$ cat config.mk
export PLATFORM = sky130hd
export DESIGN_NAME = gpio_port_register_block_top
export DESIGN_NICKNAME = d
export VERILOG_FILES = /design/src/rtl/core/gpio_pkg.sv /design/src/rtl/core/gpio_lock.sv /design/src/rtl/core/gpio_regs.sv /design/src/rtl/core/gpio_port_register_block_top.sv
export SDC_FILE = /design/constraint.sdc
export NUM_CORES = 1
export LEC_CHECK = 0
export ABC_CLOCK_PERIOD_IN_PS = 5100
export BUFFER_PORTS_ARGS = -buffer_cell sky130_fd_sc_hd__buf_2
export CAP_MARGIN = 40
export CORE_MARGIN = 2
export CORE_UTILIZATION = 44
export CTS_CLUSTER_DIAMETER = 60
export DETAILED_ROUTE_END_ITERATION = 16
export GPL_TIMING_DRIVEN = 0
export HOLD_SLACK_MARGIN = 0.02
export SYNTH_ARGS = -nofsm -noshare
export SYNTH_HDL_FRONTEND = slang
export SYNTH_SLANG_ARGS = --single-unit
$ cat constraint.sdc
create_clock -name i_clk -period 5.1 [get_ports i_clk]
set_input_delay 1.02 -clock i_clk [delete_from_list [all_inputs] [get_ports i_clk]]
set_output_delay 1.02 -clock i_clk [all_outputs]
set_load 0.01 [all_outputs]
$ cat src/rtl/core/gpio_pkg.sv
`default_nettype none

package gpio_pkg;

    localparam int unsigned P_PIN_COUNT = 16;

    localparam logic       OP_READ  = 1'b0;
    localparam logic       OP_WRITE = 1'b1;

    localparam logic [3:0] REG_MODER   = 4'd0;
    localparam logic [3:0] REG_OTYPER  = 4'd1;
    localparam logic [3:0] REG_OSPEEDR = 4'd2;
    localparam logic [3:0] REG_PUPDR   = 4'd3;
    localparam logic [3:0] REG_IDR     = 4'd4;
    localparam logic [3:0] REG_ODR     = 4'd5;
    localparam logic [3:0] REG_BSRR    = 4'd6;
    localparam logic [3:0] REG_LCKR    = 4'd7;
    localparam logic [3:0] REG_AFRL    = 4'd8;
    localparam logic [3:0] REG_AFRH    = 4'd9;

    localparam logic [1:0] MODE_OUTPUT = 2'b01;
    localparam logic [1:0] MODE_ALT    = 2'b10;

    localparam logic [1:0] FIELD2_ONES = 2'h3;
    localparam logic [3:0] FIELD4_ONES = 4'hF;

    localparam int unsigned LCKR_KEY_BIT = 16;

    typedef struct packed {
        logic        opcode;
        logic [3:0]  reg_select;
        logic [31:0] write_data;
        logic [15:0] pin_levels;
    } t_gpio_in;

    typedef struct packed {
        logic [31:0] read_data;
        logic [15:0] pin_drive;
        logic [15:0] drive_enable;
        logic        lock_active;
    } t_gpio_out;

    function automatic logic [15:0] present_pins();
        logic [15:0] m;
        m = '0;
        for (int i = 0; i < 16; i++) begin
            if (i < P_PIN_COUNT) begin
                m[i] = 1'b1;
            end
        end
        return m;
    endfunction

    localparam logic [15:0] P_PIN_MASK = present_pins();

    function automatic logic [31:0] widen2(input logic [15:0] pins);
        logic [31:0] m;
        m = '0;
        for (int i = 0; i < 16; i++) begin
            if (pins[i]) begin
                m[2*i +: 2] = FIELD2_ONES;
            end
        end
        return m;
    endfunction

    function automatic logic [31:0] widen4(input logic [7:0] pins);
        logic [31:0] m;
        m = '0;
        for (int i = 0; i < 8; i++) begin
            if (pins[i]) begin
                m[4*i +: 4] = FIELD4_ONES;
            end
        end
        return m;
    endfunction

endpackage

`default_nettype wire

$ cat src/rtl/core/gpio_lock.sv
`default_nettype none

module gpio_lock (
    input  wire logic        i_clk,
    input  wire logic        i_rst_n,
    input  wire logic        i_wr,
    input  wire logic [16:0] i_data,
    output logic             o_key,
    output logic             o_key_next,
    output logic [15:0]      o_pattern
);
    import gpio_pkg::*;

    localparam logic [1:0] LK_IDLE   = 2'd0;
    localparam logic [1:0] LK_FIRST  = 2'd1;
    localparam logic [1:0] LK_SECOND = 2'd2;

    logic [1:0]  r_stage, n_stage;
    logic        r_key, n_key;
    logic [15:0] r_pattern, n_pattern;
    logic [15:0] pat;
    logic        k;
    logic        same;

    assign pat  = i_data[15:0] & P_PIN_MASK;
    assign k    = i_data[LCKR_KEY_BIT];
    assign same = (pat == r_pattern);

    always_comb begin
        n_stage   = r_stage;
        n_key     = r_key;
        n_pattern = r_pattern;
        if (i_wr && !r_key) begin
            n_pattern = pat;
            priority if (r_stage == LK_FIRST && !k && same) begin
                n_stage = LK_SECOND;
            end else if (r_stage == LK_SECOND && k && same) begin
                n_key   = 1'b1;
                n_stage = LK_IDLE;
            end else begin
                n_stage = k ? LK_FIRST : LK_IDLE;
            end
        end
    end

    always_ff @(posedge i_clk) begin
        if (!i_rst_n) begin
            r_stage   <= LK_IDLE;
            r_key     <= 1'b0;
            r_pattern <= '0;
        end else begin
            r_stage   <= n_stage;
            r_key     <= n_key;
            r_pattern <= n_pattern;
        end
    end

    assign o_key      = r_key;
    assign o_key_next = n_key;
    assign o_pattern  = r_pattern;

endmodule

`default_nettype wire

$ cat src/rtl/core/gpio_regs.sv
`default_nettype none

module gpio_regs (
    input  wire logic                i_clk,
    input  wire logic                i_rst_n,
    input  wire logic                i_fire,
    input  wire gpio_pkg::t_gpio_in  i_word,
    output gpio_pkg::t_gpio_out      o_result
);
    import gpio_pkg::*;

    logic [31:0] r_mode, n_mode;
    logic [15:0] r_type, n_type;
    logic [31:0] r_speed, n_speed;
    logic [31:0] r_pull, n_pull;
    logic [31:0] r_afrl, n_afrl;
    logic [31:0] r_afrh, n_afrh;
    logic [15:0] r_odr, n_odr;
    logic [15:0] r_idr;

    logic        lock_key;
    logic        lock_key_next;
    logic [15:0] lock_pattern;
    logic [15:0] open_pins;
    logic [31:0] mask2;
    logic [31:0] mask_lo;
    logic [31:0] mask_hi;
    logic        wr;
    logic [31:0] wd;
    logic [31:0] rd;
    logic [15:0] en;

    assign wr        = i_fire && (i_word.opcode == OP_WRITE);
    assign wd        = i_word.write_data;
    assign open_pins = lock_key ? (P_PIN_MASK & ~lock_pattern) : P_PIN_MASK;
    assign mask2     = widen2(open_pins);
    assign mask_lo   = widen4(open_pins[7:0]);
    assign mask_hi   = widen4(open_pins[15:8]);

    gpio_lock u_lock (
        .i_clk      (i_clk),
        .i_rst_n    (i_rst_n),
        .i_wr       (wr && (i_word.reg_select == REG_LCKR)),
        .i_data     (wd[16:0]),
        .o_key      (lock_key),
        .o_key_next (lock_key_next),
        .o_pattern  (lock_pattern)
    );

    always_comb begin
        n_mode  = r_mode;
        n_type  = r_type;
        n_speed = r_speed;
        n_pull  = r_pull;
        n_afrl  = r_afrl;
        n_afrh  = r_afrh;
        n_odr   = r_odr;
        if (wr) begin
            unique case (i_word.reg_select)
                REG_MODER:   n_mode  = (r_mode & ~mask2) | (wd & mask2);
                REG_OTYPER:  n_type  = (r_type & ~open_pins) | (wd[15:0] & open_pins);
                REG_OSPEEDR: n_speed = (r_speed & ~mask2) | (wd & mask2);
                REG_PUPDR:   n_pull  = (r_pull & ~mask2) | (wd & mask2);
                REG_ODR:     n_odr   = wd[15:0] & P_PIN_MASK;
                REG_BSRR:    n_odr   = ((r_odr & ~wd[31:16]) | wd[15:0]) & P_PIN_MASK;
                REG_AFRL:    n_afrl  = (r_afrl & ~mask_lo) | (wd & mask_lo);
                REG_AFRH:    n_afrh  = (r_afrh & ~mask_hi) | (wd & mask_hi);
                default:     ;
            endcase
        end
    end

    always_comb begin
        rd = '0;
        if (i_word.opcode == OP_READ) begin
            unique case (i_word.reg_select)
                REG_MODER:   rd = r_mode;
                REG_OTYPER:  rd = {16'b0, r_type};
                REG_OSPEEDR: rd = r_speed;
                REG_PUPDR:   rd = r_pull;
                REG_IDR:     rd = {16'b0, r_idr};
                REG_ODR:     rd = {16'b0, r_odr};
                REG_LCKR:    rd = {15'b0, lock_key, lock_pattern};
                REG_AFRL:    rd = r_afrl;
                REG_AFRH:    rd = r_afrh;
                default:     rd = '0;
            endcase
        end
    end

    always_comb begin
        for (int i = 0; i < 16; i++) begin
            en[i] = (n_mode[2*i +: 2] == MODE_OUTPUT) || (n_mode[2*i +: 2] == MODE_ALT);
        end
    end

    always_ff @(posedge i_clk) begin
        if (!i_rst_n) begin
            r_mode  <= '0;
            r_type  <= '0;
            r_speed <= '0;
            r_pull  <= '0;
            r_afrl  <= '0;
            r_afrh  <= '0;
            r_odr   <= '0;
            r_idr   <= '0;
        end else if (i_fire) begin
            r_mode  <= n_mode;
            r_type  <= n_type;
            r_speed <= n_speed;
            r_pull  <= n_pull;
            r_afrl  <= n_afrl;
            r_afrh  <= n_afrh;
            r_odr   <= n_odr;
            r_idr   <= i_word.pin_levels & P_PIN_MASK;
        end
    end

    assign o_result.read_data    = rd;
    assign o_result.pin_drive    = n_odr;
    assign o_result.drive_enable = en;
    assign o_result.lock_active  = lock_key_next;

endmodule

`default_nettype wire

$ cat src/rtl/core/gpio_port_register_block_top.sv
`default_nettype none

// GPIO port register block: one bus word in, one result word out. Each word is
// held in an input register, handled by a single pass of masking logic against
// the port registers, and its result is held in an output register, so a
// result reaches the output by way of the input register and then the output
// register, and a new word is taken every cycle while the output side does not
// stall. The rate is set by that one register-to-register pass; the output
// register lets the next word enter while a finished result waits.
module gpio_port_register_block_top (
    input  wire logic                i_clk,
    input  wire logic                i_rst_n,
    input  wire logic                i_in_valid,
    output logic                     o_in_stall,
    input  wire gpio_pkg::t_gpio_in  i_in_word,
    output logic                     o_out_valid,
    input  wire logic                i_out_stall,
    output gpio_pkg::t_gpio_out      o_out_word
);
    import gpio_pkg::*;

    logic      r_in_valid;
    t_gpio_in  r_in_word;
    logic      r_out_valid;
    t_gpio_out r_out_word;
    t_gpio_out result;
    logic      advance;
    logic      load;
    logic      fire;

    assign advance    = !r_out_valid || !i_out_stall;
    assign load       = !r_in_valid || advance;
    assign fire       = r_in_valid && advance;
    assign o_in_stall = !load;

    gpio_regs u_regs (
        .i_clk    (i_clk),
        .i_rst_n  (i_rst_n),
        .i_fire   (fire),
        .i_word   (r_in_word),
        .o_result (result)
    );

    always_ff @(posedge i_clk) begin
        if (!i_rst_n) begin
            r_in_valid  <= 1'b0;
            r_out_valid <= 1'b0;
        end else begin
            if (load) begin
                r_in_valid  <= i_in_valid;
            end
            if (advance) begin
                r_out_valid <= r_in_valid;
            end
        end
    end

    always_ff @(posedge i_clk) begin
        if (load) begin
            r_in_word <= i_in_word;
        end
        if (fire) begin
            r_out_word <= result;
        end
    end

    assign o_out_valid = r_out_valid;
    assign o_out_word  = r_out_word;

endmodule

`default_nettype wire

Word-level counts from Yosys, hierarchy flattened --
Cells that the tools add are included.
Cells by class: div/mod/pow operators 0, eq/ne operators 44, muxes and demuxes 44, multipliers 0, add/sub/neg operators 0, reduce and logical (&&, ||, !) cells 38, shift-type cells 0, order comparisons 0, bitwise logic cells 24
Operators by type and width (count):
- one-hot mux 32 bit (9 select lines) | 1
- AND 32 bit | 8
- OR 32 bit | 5
- NOT 32 bit | 3
- 2-to-1 mux 32 bit | 2
- 2-to-1 mux 4 bit | 16
- AND 16 bit | 3
- NOT 16 bit | 3
- equality test 2 x 1 -> 1 bit (second input constant) | 17
- equality test 2 bit (second input constant) | 17
- 2-to-1 mux 2 bit | 17
- 2-to-1 mux 16 bit | 2
- OR 16 bit | 2
- one-hot mux 16 bit (2 select lines) | 1
- logical OR 1 bit | 18
- equality test 16 bit | 1
- equality test 4 x 3 -> 1 bit (second input constant) | 4
- AND reduction 3 bit | 5
- equality test 4 x 2 -> 1 bit (second input constant) | 2
- equality test 4 bit (second input constant) | 2
- logical AND 1 bit | 8
- zero test 1 bit | 6
- 2-to-1 mux 1 bit | 5
- equality test 4 x 1 -> 1 bit (second input constant) | 1
- zero test 4 bit | 1
Word-level totals: input port bits 57, register bits 347, latch bits 0, bits in writable memories 0, bits in read-only memories 0, memories 0

Longest topological paths before layout --
Gate-level depths: netlist of the first run.
depth after elaboration 10, mapped depth 9

Modules after synthesis --
A second synthesis of the first run with hierarchy kept.
Second synthesis, totals: cells, all modules 1429, area total of the unflattened synthesis 15602.5 um^2
Modules (own cells, without submodules):
- gpio_regs | instances 1, area each 11041.8 um^2, seq. area each 4164.0 um^2, cells each 1192
- gpio_port_register_block_top | instances 1, area each 3624.7 um^2, seq. area each 3583.4 um^2, cells each 126
- gpio_lock | instances 1, area each 935.9 um^2, seq. area each 380.4 um^2, cells each 111

Worst setup path before layout of the first run --
Ideal clock, no wire load.
path kind input -> register, start input i_out_stall, end register r_out_word (netlist bit o_out_word[0]), enable pin, setup time 454 ps, slack 928 ps, arrival 3718 ps, required time 4646 ps, stages 6, cell sequence nand2_1 -> nand2_1 -> inv_1 -> buf_2 -> clkbuf_1 -> buf_1
Between the ends: longest elaborated chain between the ends 3
Ends and longest elaborated chain:
- start, declared | RTL line gpio_port_register_block_top.sv:17 | input wire logic i_out_stall,
- zero test 1 bit | RTL line gpio_port_register_block_top.sv:31 | assign advance = !r_out_valid || !i_out_stall;
- logical OR 1 bit | RTL line gpio_port_register_block_top.sv:31
- logical AND 1 bit | RTL line gpio_port_register_block_top.sv:33 | assign fire = r_in_valid && advance;
- end signal, assigned | RTL line gpio_port_register_block_top.sv:63 | r_out_word <= result;
- end, declared | RTL line gpio_port_register_block_top.sv:25 | t_gpio_out r_out_word;
No other way between the ends. A chain may end at the register's enable or synchronous reset.

Final worst setup path of the first run --
start register r_in_word[49] (netlist bit), end register r_out_word (netlist bit o_out_word[48]), data pin
Between the ends: longest elaborated chain between the ends 2
Ends and longest elaborated chain:
- start, declared | RTL line gpio_port_register_block_top.sv:23 | t_gpio_in r_in_word;
- start signal, assigned | RTL line gpio_port_register_block_top.sv:60 | r_in_word <= i_in_word;
- equality test 4 bit, or another cell as far along | RTL line gpio_regs.sv:76 | unique case (i_word.reg_select)
- one-hot mux 32 bit (9 select lines) (*) | RTL line gpio_regs.sv:76
Mark *: on every way between the ends. The rest lies on a longest branch, timed or not.

==> impl_metrics.tcl, run 1 <==
set metrics [dict create \
    die_h_um 188 \
    finalMaxSlewViolations 0 \
    synth_top_area_cell "dfxtp_1" \
    synth-seq-cells 347 \
    drc 0 \
    max_slew_margin_pct 41.2 \
    p_per_area_mw_per_mm2 353 \
    die_w_um 188 \
    fin_cells 2011 \
    ctsResizeCount 0 \
    synth.net_count 1416 \
    fin_crit_sh_pct 59.3 \
    fin_skew_ns 0.0197 \
    gp_congestion 0.989 \
    yosysTopAreaCellShare_pct 30.6 \
    vias 11500 \
    cpLargestDelayFamily "buffers and inverters" \
    cts_buffer_depth 3 \
    vias_per_cell 5.71 \
    grt_usage_pct 28.1 \
    synthTopCellsByArea "dfxtp_1 (31%), edfxtp_1 (24%), mux2i_1 (13%)" \
    yosys_warnings 0 \
    core.rowCount 67 \
    drive_gt1_share_pct 14.7 \
    end_kind "register" \
    syn-cell-area_mm2 0.0150 \
    critPathLaunchType "register" \
    drtIter0Drc 1064 \
    grt_pass1_vias 11000 \
    path_class "register to register" \
    tritoncts "yes" \
    leakage_nw 7.41 \
    min_delay_worst_endpoint "u_regs.r_idr[1]" \
    num-fill-cells 3082 \
    dieArea_mm2 0.0355 \
    crit_arrival_ns 3.38 \
    yosysMostFrequentCell "dfxtp_1" \
    whs_path_depth 2 \
    cp_slowest_cell "nor4b_4" \
    grt_start_max_net_pins 39 \
    worstReg2RegEnd "o_out_word[48]" \
    start_util_pct 44.6 \
    antenna_found_initial 2 \
    final_nets 1586 \
    wirelength_um 50100 \
    area_growth_syn_to_layout_pct 17.4 \
    cts.sink_count 347 \
    total_power_w 0.00621 \
    r2r-start "r_in_word[49]" \
    core-area_mm2 0.0335 \
    cts_made_buffers 41 \
    critical_path_buf_inv_count 2 \
    timing.max_cap.violations 0 \
    ys_async_sr_fraction_pct 0 \
    hold_path.class "register to register" \
    synth_area_per_cell_um2 11.0 \
    gr-total-overflow 0 \
    htreeDepth 2 \
    clock.fmax_mhz 331 \
    fin_crit_ns 3.02 \
    hold_viol 0 \
    port_buffers 123 \
    peakVddDrop_mv 0.245 \
    tightest_slew_ns 0.882 \
    place_hpwl_um 35200 \
    r2r_setup_slack_ns 2.08 \
    clkTransAtPathRegs_ns 0.06 \
    netlist_instances 1359 \
    wl_per_cell_um 24.9 \
    critPathMaxStageDelay_ns 0.72 \
    post-cts-setup-buffer-count 0 \
    final_antenna_net_count 0 \
    status "completed" \
    rsz0062_at_grt "false" \
    path_max_fanout 10 \
    dr.pass1.iters 6 \
    pin_count 124 \
    rr_worst_depth 5 \
    netlist_top_cells_count "dfxtp_1 (229), nor2b_1 (196), mux2i_1 (192), edfxtp_1 (118), nand2_1 (115)" \
    synth-edff-count 118 \
    grt_pass1_wl_um 73600 \
    synth_seq_area_share_pct 54.3 \
    path_cells "buf_4 -> nor4b_4 -> clkbuf_1 -> a222oi_1 -> a31oi_1" \
    dp.cells 1934 \
    hold_buffers 0 \
    cts-root-buf "clkbuf_16" \
    clk_latency_ns 0.55 \
    hold_start "u_regs.r_idr[1]" \
    synth-main-ff-cell "dfxtp_1" \
    final-setup-viol-count 0 \
    synthDistinctLibCells 43 \
    crit_required_ns 5.46 \
]
[power breakdown]
group	leakage, nW	switching (W)	internal [W]
registers	3.03	0.0000264	0.00292
clock network	0.656	0.00118	0.00170
logic	3.72	0.000262	0.000117
total	7.41	0.00147	0.00473
[layer usage]
| layer | up-vias | track usage [%] | share of wire (%) |
|---|---|---|---|
| met1 | 5587 | 39.3 | 45 |
| met3 | 99 | 5.23 | 7.6 |
| met5 | - | 0 | 0 |
| met4 | 0 | 10.4 | 3.5 |
| li1 | 5264 | - | - |
| met2 | 523 | 43.5 | 44 |
[layout make-up]
type	instances	area (um^2)	area share (%)
Clock buffer	56	1150	6.58
Inverter	3	11.3	0.0641
Sequential cell	347	8130	46.3
Clock inverter	20	174	0.991
Multi-Input combinational cell	885	6310	35.9
Timing Repair Buffer	127	691	3.93
Buffer	124	527	3.00
Antenna cell	1	2.50	0.0143
Tap cell	448	561	3.19
[through the flow]
step                      hold WS [ns]  instance area [um^2]  worst slack (ns)  util (%)  setup TNS [ns]
after floorplan                  0.443                 15000             0.928         -               0
after global placement           0.457                 16100             -1.03      48.1          -74.34
after detailed placement         0.466                 16200              1.53      48.4               0
after CTS                        0.474                 17600              2.09      52.4               0
after global routing             0.497                 17600              2.01      52.4               0
final                            0.467                 17600              2.08      52.4               0
[layout by cell type, fill, tap and decap left out, types with 4 or more instances in the layout]
cell type	netlist	final
a21boi_0	32	32
buf_2	24	148
mux2i_1	192	192
a21oi_1	12	12
edfxtp_1	118	118
clkbuf_1	83	93
buf_4	4	4
dfxtp_1	229	229
a22oi_1	65	65
xnor2_1	16	16
nor2b_1	196	196
and3_1	10	10
buf_1	11	10
clkbuf_16	0	43
nor4_1	5	5
a221oi_1	7	7
nor2_1	17	17
xor2_1	32	32
clkinv_2	0	9
o21ai_0	34	34
nand2_1	115	115
nand4_1	82	82
a31oi_1	23	23
a222oi_1	17	17
a22o_1	7	7
[how the worst max path moves through the flow]
stage | startpoint | to | depth (start not counted)
final | r_in_word[49] | o_out_word[48] | 5
after global routing | i_out_stall | o_out_word[54] | 8
after CTS | i_out_stall | o_out_word[56] | 8
after detailed placement | i_out_stall | o_out_word[58] | 8
after global placement | i_out_stall | o_out_word[58] | 7
after floorplan | i_out_stall | o_out_word[0] | 6
[cells by family (layout without fill, tap and decap cells)]
kind of cell	count (synthesis)	count (layout)	synth area share [%]
AO/OA/AOI/OAI	203	203	9.66
flip-flops	347	347	54.3
AND/OR/NAND/NOR	441	441	16.7
buffers and inverters	127	330	3.59
multiplexers	193	193	12.9
other	0	1	0
XOR/XNOR	48	48	2.81
[tightest hold or removal path, cell delays in order (launching register included)]
cell and delay, ns:
dfxtp_1 0.31, nand2_1 0.05, a21boi_0 0.06
Note: power is estimated with default switching activity, not from simulation.
==> run 2: changes to the inputs <==
Settings changed: ABC_AREA from default to 1, ABC_CLOCK_PERIOD_IN_PS 5100 to 2500.
Clock period 5.1 ns to 2.5 ns, I/O delays scaled along.
==> impl_metrics.tcl, run 2 <==
set metrics [dict create \
    status "completed" \
    synth-main-ff-cell "dfxtp_1" \
    finalMaxSlewViolations 0 \
    clk_latency_ns 0.53 \
    wl_per_cell_um 19.5 \
    setup_ws_ns 0.0485 \
    vias 11900 \
    start_util_pct 44.5 \
    drtIter0Drc 1039 \
    yosysMostFrequentCell "nand2_1" \
    core-area_mm2 0.0315 \
    hold_viol 0 \
    timing.max_cap.violations 0 \
    clkTransAtPathRegs_ns 0.06 \
    p_int_w 0.00909 \
    die_w_um 182 \
    place_hpwl_um 31100 \
    clkPwrFrac_pct 44.0 \
    rsz0062_at_grt "false" \
    end_kind "register" \
    crit_arrival_ns 2.69 \
    leakage_nw 6.07 \
    cts_buffer_depth 3 \
    clock.fmax_mhz 408 \
    fin_crit_sh_pct 98.1 \
    cp_slowest_cell "clkbuf_1" \
    comb_power_share_pct 4.6 \
    p_per_area_mw_per_mm2 725 \
    wirelength_um 43200 \
    synth-edff-count 118 \
    synth_area_per_cell_um2 8.65 \
    sw_frac_of_total_pct 23.2 \
    synth.net_count 1676 \
    yosys_warnings 0 \
    cts_made_buffers 38 \
    antenna_found_initial 0 \
    p_seq_share_pct 51.4 \
    die_h_um 182 \
    gr-total-overflow 0 \
    synthTopCellsByArea "dfxtp_1 (33%), edfxtp_1 (25%), o21ai_0 (7.5%)" \
    post-cts-setup-buffer-count 0 \
    max_slew_margin_pct 35.6 \
    grt_pass1_vias 11200 \
    ys_async_sr_fraction_pct 0 \
    synth_top_area_cell "dfxtp_1" \
    port_buffers 122 \
    core.rowCount 65 \
    synth_seq_area_share_pct 58.0 \
    grt_pass1_wl_um 65300 \
    peakVddDrop_mv 0.510 \
    final-setup-viol-count 0 \
    n_antenna_cell 0 \
    vias_per_cell 5.36 \
    final_cell_mix "nand2_1 (259), dfxtp_1 (229), o21ai_0 (211), inv_1 (202), a21oi_1 (192)" \
    dr.pass1.iters 5 \
    switching_power_w 0.00274 \
    netlist_instances 1619 \
    area_growth_syn_to_layout_pct 16.5 \
    path_common_cell "a21oi_1" \
    drc 0 \
    gp_congestion 0.955 \
    final_antenna_net_count 0 \
    critPathMaxStageDelay_ns 0.77 \
    layout_commonest_cell "nand2_1" \
    hold_buffers 0 \
    netlist_top_cells_count "nand2_1 (259), dfxtp_1 (229), o21ai_0 (211), inv_1 (203), a21oi_1 (192)" \
    path_max_fanout 10 \
    synth-seq-cells 347 \
    final_nets 1841 \
    synthDistinctLibCells 33 \
    final_util_pct 51.9 \
    fin_skew_ns 0.0236 \
    hold_path.class "primary input to register" \
    dieArea_mm2 0.0333 \
    pre_cts_slack_ns -0.0331 \
    syn-cell-area_mm2 0.0140 \
    cts-root-buf "clkbuf_16" \
    tritoncts "yes" \
    pin_count 124 \
    yosysTopAreaCellShare_pct 32.7 \
    crit_required_ns 2.74 \
    fin_crit_ns 2.45 \
    drive_gt1_share_pct 13.0 \
    grt_start_max_net_pins 42 \
    path_cells "nor2_2 -> nand2_1 -> clkbuf_1 -> o22ai_1 -> a21oi_1 -> a21oi_1" \
    grt_usage_pct 25.9 \
    path_class "register to register" \
    cts.sink_count 347 \
    critPathLaunchType "register" \
    tightest_slew_ns 0.966 \
    htreeDepth 2 \
]
==> run 2: cell types whose count changed after synthesis, sizes merged, moves of 152 or more <==
cell   previous run  this run
mux2i           192         0
nor2b           196         0
nand2           115       267
inv               3       206
o21ai            35       250
a21oi            12       192
==> run 2: per-layer routing <==
metal  wire length (um)  vias to the layer above  GRT usage [%]  share of wire [%]
met5                  0                        -              0                  0
met3               3250                       79           4.35                7.5
met1              19900                     5598           37.0                 46
met2              18700                      443           39.9                 43
met4               1360                        0           9.19                3.1
li1                   -                     5748              -                  -
==> run 2: cell type report <==
cell class | count | area [um^2]
Sequential cell | 347 | 8130
Timing Repair Buffer | 125 | 662
Fill cell | 2983 | 15100
Inverter | 207 | 782
Clock buffer | 52 | 1060
Buffer | 64 | 279
Clock inverter | 17 | 82.6
Tap cell | 402 | 503
Multi-Input combinational cell | 1001 | 4840
==> run 2: final timing paths <==
check                   endpoint     startpoint  slack (ns)  cells past startpoint
hold / removal     r_in_word[15]  i_in_word[15]        0.14                      1
setup reg to reg  o_out_word[39]  r_in_word[48]        0.05                      6
setup / recovery  o_out_word[39]  r_in_word[48]        0.05                      6
hold reg to reg         register       register        0.45                      2
==> run 2: repair_timing <==
action                     4_1_cts  5_1_grt
gates resized for setup          1        7
setup endpoints to repair        2        5
gates cloned                     0        0
==> run 2: worst max-delay path: cells and delay by family (launching register included) <==
kind	cells	cell delay, ns
buffers and inverters	1	0.77
DFF	1	0.49
AOI/OAI and AO/OA	3	0.47
and+or+nand+nor	2	0.44
==> run 2: cell families (layout without fill, tap and decap cells) <==
group	after synthesis	in the layout	synth area share, %
xor+xnor	17	17	1.06
flops	347	347	58.0
buf+inv	271	465	7.50
simple gates	462	462	13.3
compound gates	522	522	20.1
==> run 2: through the flow <==
step	std cells	TNS [ns]	total power, W	hold slack, ns	cell area (um^2)
final	2215	0	0.0118	0.138	16300
after global routing	2215	0	0.0122	0.128	16300
after CTS	2215	0	0.0119	0.128	16300
after detailed placement	2146	-0.0564	0.00674	0.441	15200
after global placement	2143	-43.04	0.00673	0.434	15100
after floorplan	1619	0	0.00647	0.424	14000
==> run 2: power by group through the flow <==
| stage | combinational, W | sequential (W) | clock [W] |
|---|---|---|---|
| CTS | 0.000546 | 0.00608 | 0.00528 |
| global placement | 0.000529 | 0.00620 | 0 |
| floorplan | 0.000288 | 0.00618 | 0 |
| detailed placement | 0.000544 | 0.00620 | 0 |
| finish | 0.000550 | 0.00608 | 0.00520 |
| global route | 0.000604 | 0.00609 | 0.00552 |
==> run 3: changes to the inputs <==
Settings changed: BUFFER_PORTS_ARGS -buffer_cell sky130_fd_sc_hd__buf_2 to -buffer_cell sky130_fd_sc_hd__buf_4.
==> impl_metrics.tcl, run 3 (same netlist as run 2, synthesis figures left out) <==
set metrics [dict create \
    start_util_pct 44.5 \
    dr.pass1.iters 5 \
    grt_usage_pct 25.9 \
    pre_cts_slack_ns -0.00510 \
    fin_crit_sh_pct 98.1 \
    layout_commonest_cell "nand2_1" \
    hold_viol 0 \
    hold_path.class "primary input to register" \
    cts_buffer_depth 3 \
    fin_crit_ns 2.45 \
    pin_count 124 \
    timing.max_cap.violations 0 \
    gr-total-overflow 0 \
    p_per_area_mw_per_mm2 723 \
    clk_latency_ns 0.53 \
    cts_made_buffers 39 \
    critPathLaunchType "register" \
    met3_wirelength_um 3800 \
    gp_congestion 0.941 \
    vias_per_cell 5.32 \
    setup_ws_ns 0.0487 \
    peakVddDrop_mv 0.447 \
    clkTransAtPathRegs_ns 0.06 \
    leakage_nw 6.18 \
    cts-root-buf "clkbuf_16" \
    fin_skew_ns 0.0262 \
    finalMaxSlewViolations 0 \
    vias 11800 \
    path_max_fanout 10 \
    worstReg2RegEnd "o_out_word[39]" \
    crit_required_ns 2.74 \
    final_antenna_net_count 0 \
    grt_start_max_net_pins 42 \
    die_w_um 182 \
    drtIter0Drc 1127 \
    status "completed" \
    grt_pass1_vias 10900 \
    critPathMaxStageDelay_ns 0.76 \
    cp_slowest_cell "clkbuf_1" \
    core-area_mm2 0.0315 \
    num-fill-cells 2973 \
    path_depth 7 \
    core.rowCount 65 \
    antenna_found_initial 1 \
    wl_met2_um 18600 \
    tritoncts "yes" \
    path_cells "inv_1 -> nor2_1 -> nand2_1 -> clkbuf_1 -> o22ai_1 -> a21oi_1 -> a21oi_1" \
    max_slew_margin_pct 36.4 \
    area_growth_syn_to_layout_pct 19.1 \
    path_common_cell "a21oi_1" \
    cts.sink_count 347 \
    crit_path_end "o_out_word[39]" \
    highest-signal-layer "met4" \
    drc 0 \
    final_nets 1842 \
    hold_buffers 0 \
    r2r-start "r_in_word[51]" \
    final_util_pct 53.0 \
    wirelength_um 43500 \
    rr_worst_depth 7 \
    cpLargestDelayFamily "buffers and inverters" \
    place_hpwl_um 30900 \
    wl_per_cell_um 19.6 \
    crit_arrival_ns 2.69 \
    final_cell_mix "nand2_1 (259), dfxtp_1 (229), o21ai_0 (211), inv_1 (202), a21oi_1 (192)" \
    tightest_slew_ns 0.954 \
    end_kind "register" \
    clock.fmax_mhz 408 \
    rsz0062_at_grt "false" \
    r2r_setup_slack_ns 0.05 \
    htreeDepth 2 \
    port_buffers 122 \
    dieArea_mm2 0.0333 \
    final-setup-viol-count 0 \
    setup_tns_ns 0 \
    post-route-cell-area_mm2 0.0167 \
    setup.worst_path.start "r_in_word[51]" \
    grt_pass1_wl_um 64900 \
    drt-met1-wl_um 19900 \
    drive_gt1_share_pct 13.2 \
    postPlaceCellArea_mm2 0.0155 \
    critical_path_buf_inv_count 2 \
    path_class "register to register" \
    die_h_um 182 \
]
[run 3: changes by cell type in the layout (fill, tap and decap cells not counted), moves of 2 or more]
cell        delta
clkbuf_1       +3
buf_4        +122
clkinvlp_4     +3
buf_2        -121
inv_6          -2
clkbuf_16      +2
clkinv_1       -5
[run 3: per-stage QoR]
stage          total power, W  hold WS [ns]  std cells
6_report               0.0121         0.141       2218
5_1_grt                0.0124         0.130       2217
4_1_cts                0.0121         0.136       2217
3_5_place_dp          0.00679         0.439       2146
3_3_place_gp          0.00678         0.434       2143
2_1_floorplan         0.00647         0.424       1619
[run 3: how the worst min path moves through the flow]
stage	startpoint	end	slack [ns]	cells past startpoint
6_report	i_in_word[49]	r_in_word[49]	0.14	1
4_1_cts	i_in_word[35]	r_in_word[35]	0.14	1
3_5_place_dp	register	register	0.44	2
2_1_floorplan	register	register	0.42	2
5_1_grt	i_in_word[32]	r_in_word[32]	0.13	1
3_3_place_gp	register	register	0.43	2
[run 3: repair_timing]
item	4_1_cts	5_1_grt
setup endpoints to repair	5	14
setup buffers	0	0
gates resized for setup	2	4
[run 3: cell type report]
cell class | instances | area (um^2) | share of cell area, %
Buffer | 64 | 277 | 1.66
Sequential cell | 347 | 8130 | 48.7
Inverter | 207 | 782 | 4.69
Clock buffer | 56 | 1100 | 6.61
Timing Repair Buffer | 125 | 967 | 5.80
Multi-Input combinational cell | 1001 | 4840 | 29.0
Antenna cell | 1 | 2.50 | 0.0150
Tap cell | 402 | 503 | 3.01
Clock inverter | 15 | 85.1 | 0.510
[run 3: where the power goes]
part           switching (W)  leakage [nW]  internal, W
registers           0.000114          3.05      0.00597
clock network        0.00230         0.568      0.00309
logic               0.000393          2.57     0.000203
[run 3: layer usage]
metal | global-route usage [%] | up-vias
met5 | 0 | -
met4 | 8.97 | 0
met3 | 4.93 | 76
met2 | 39.1 | 478
met1 | 37.2 | 5495
li1 | - | 5750
[run 3: worst register-to-register path, stage by stage, from the launching register on]
cell      delay (ns)
edfxtp_1        0.44
inv_1           0.10
nor2_1          0.05
nand2_1         0.33
clkbuf_1        0.77
o22ai_1         0.22
a21oi_1         0.16
a21oi_1         0.09
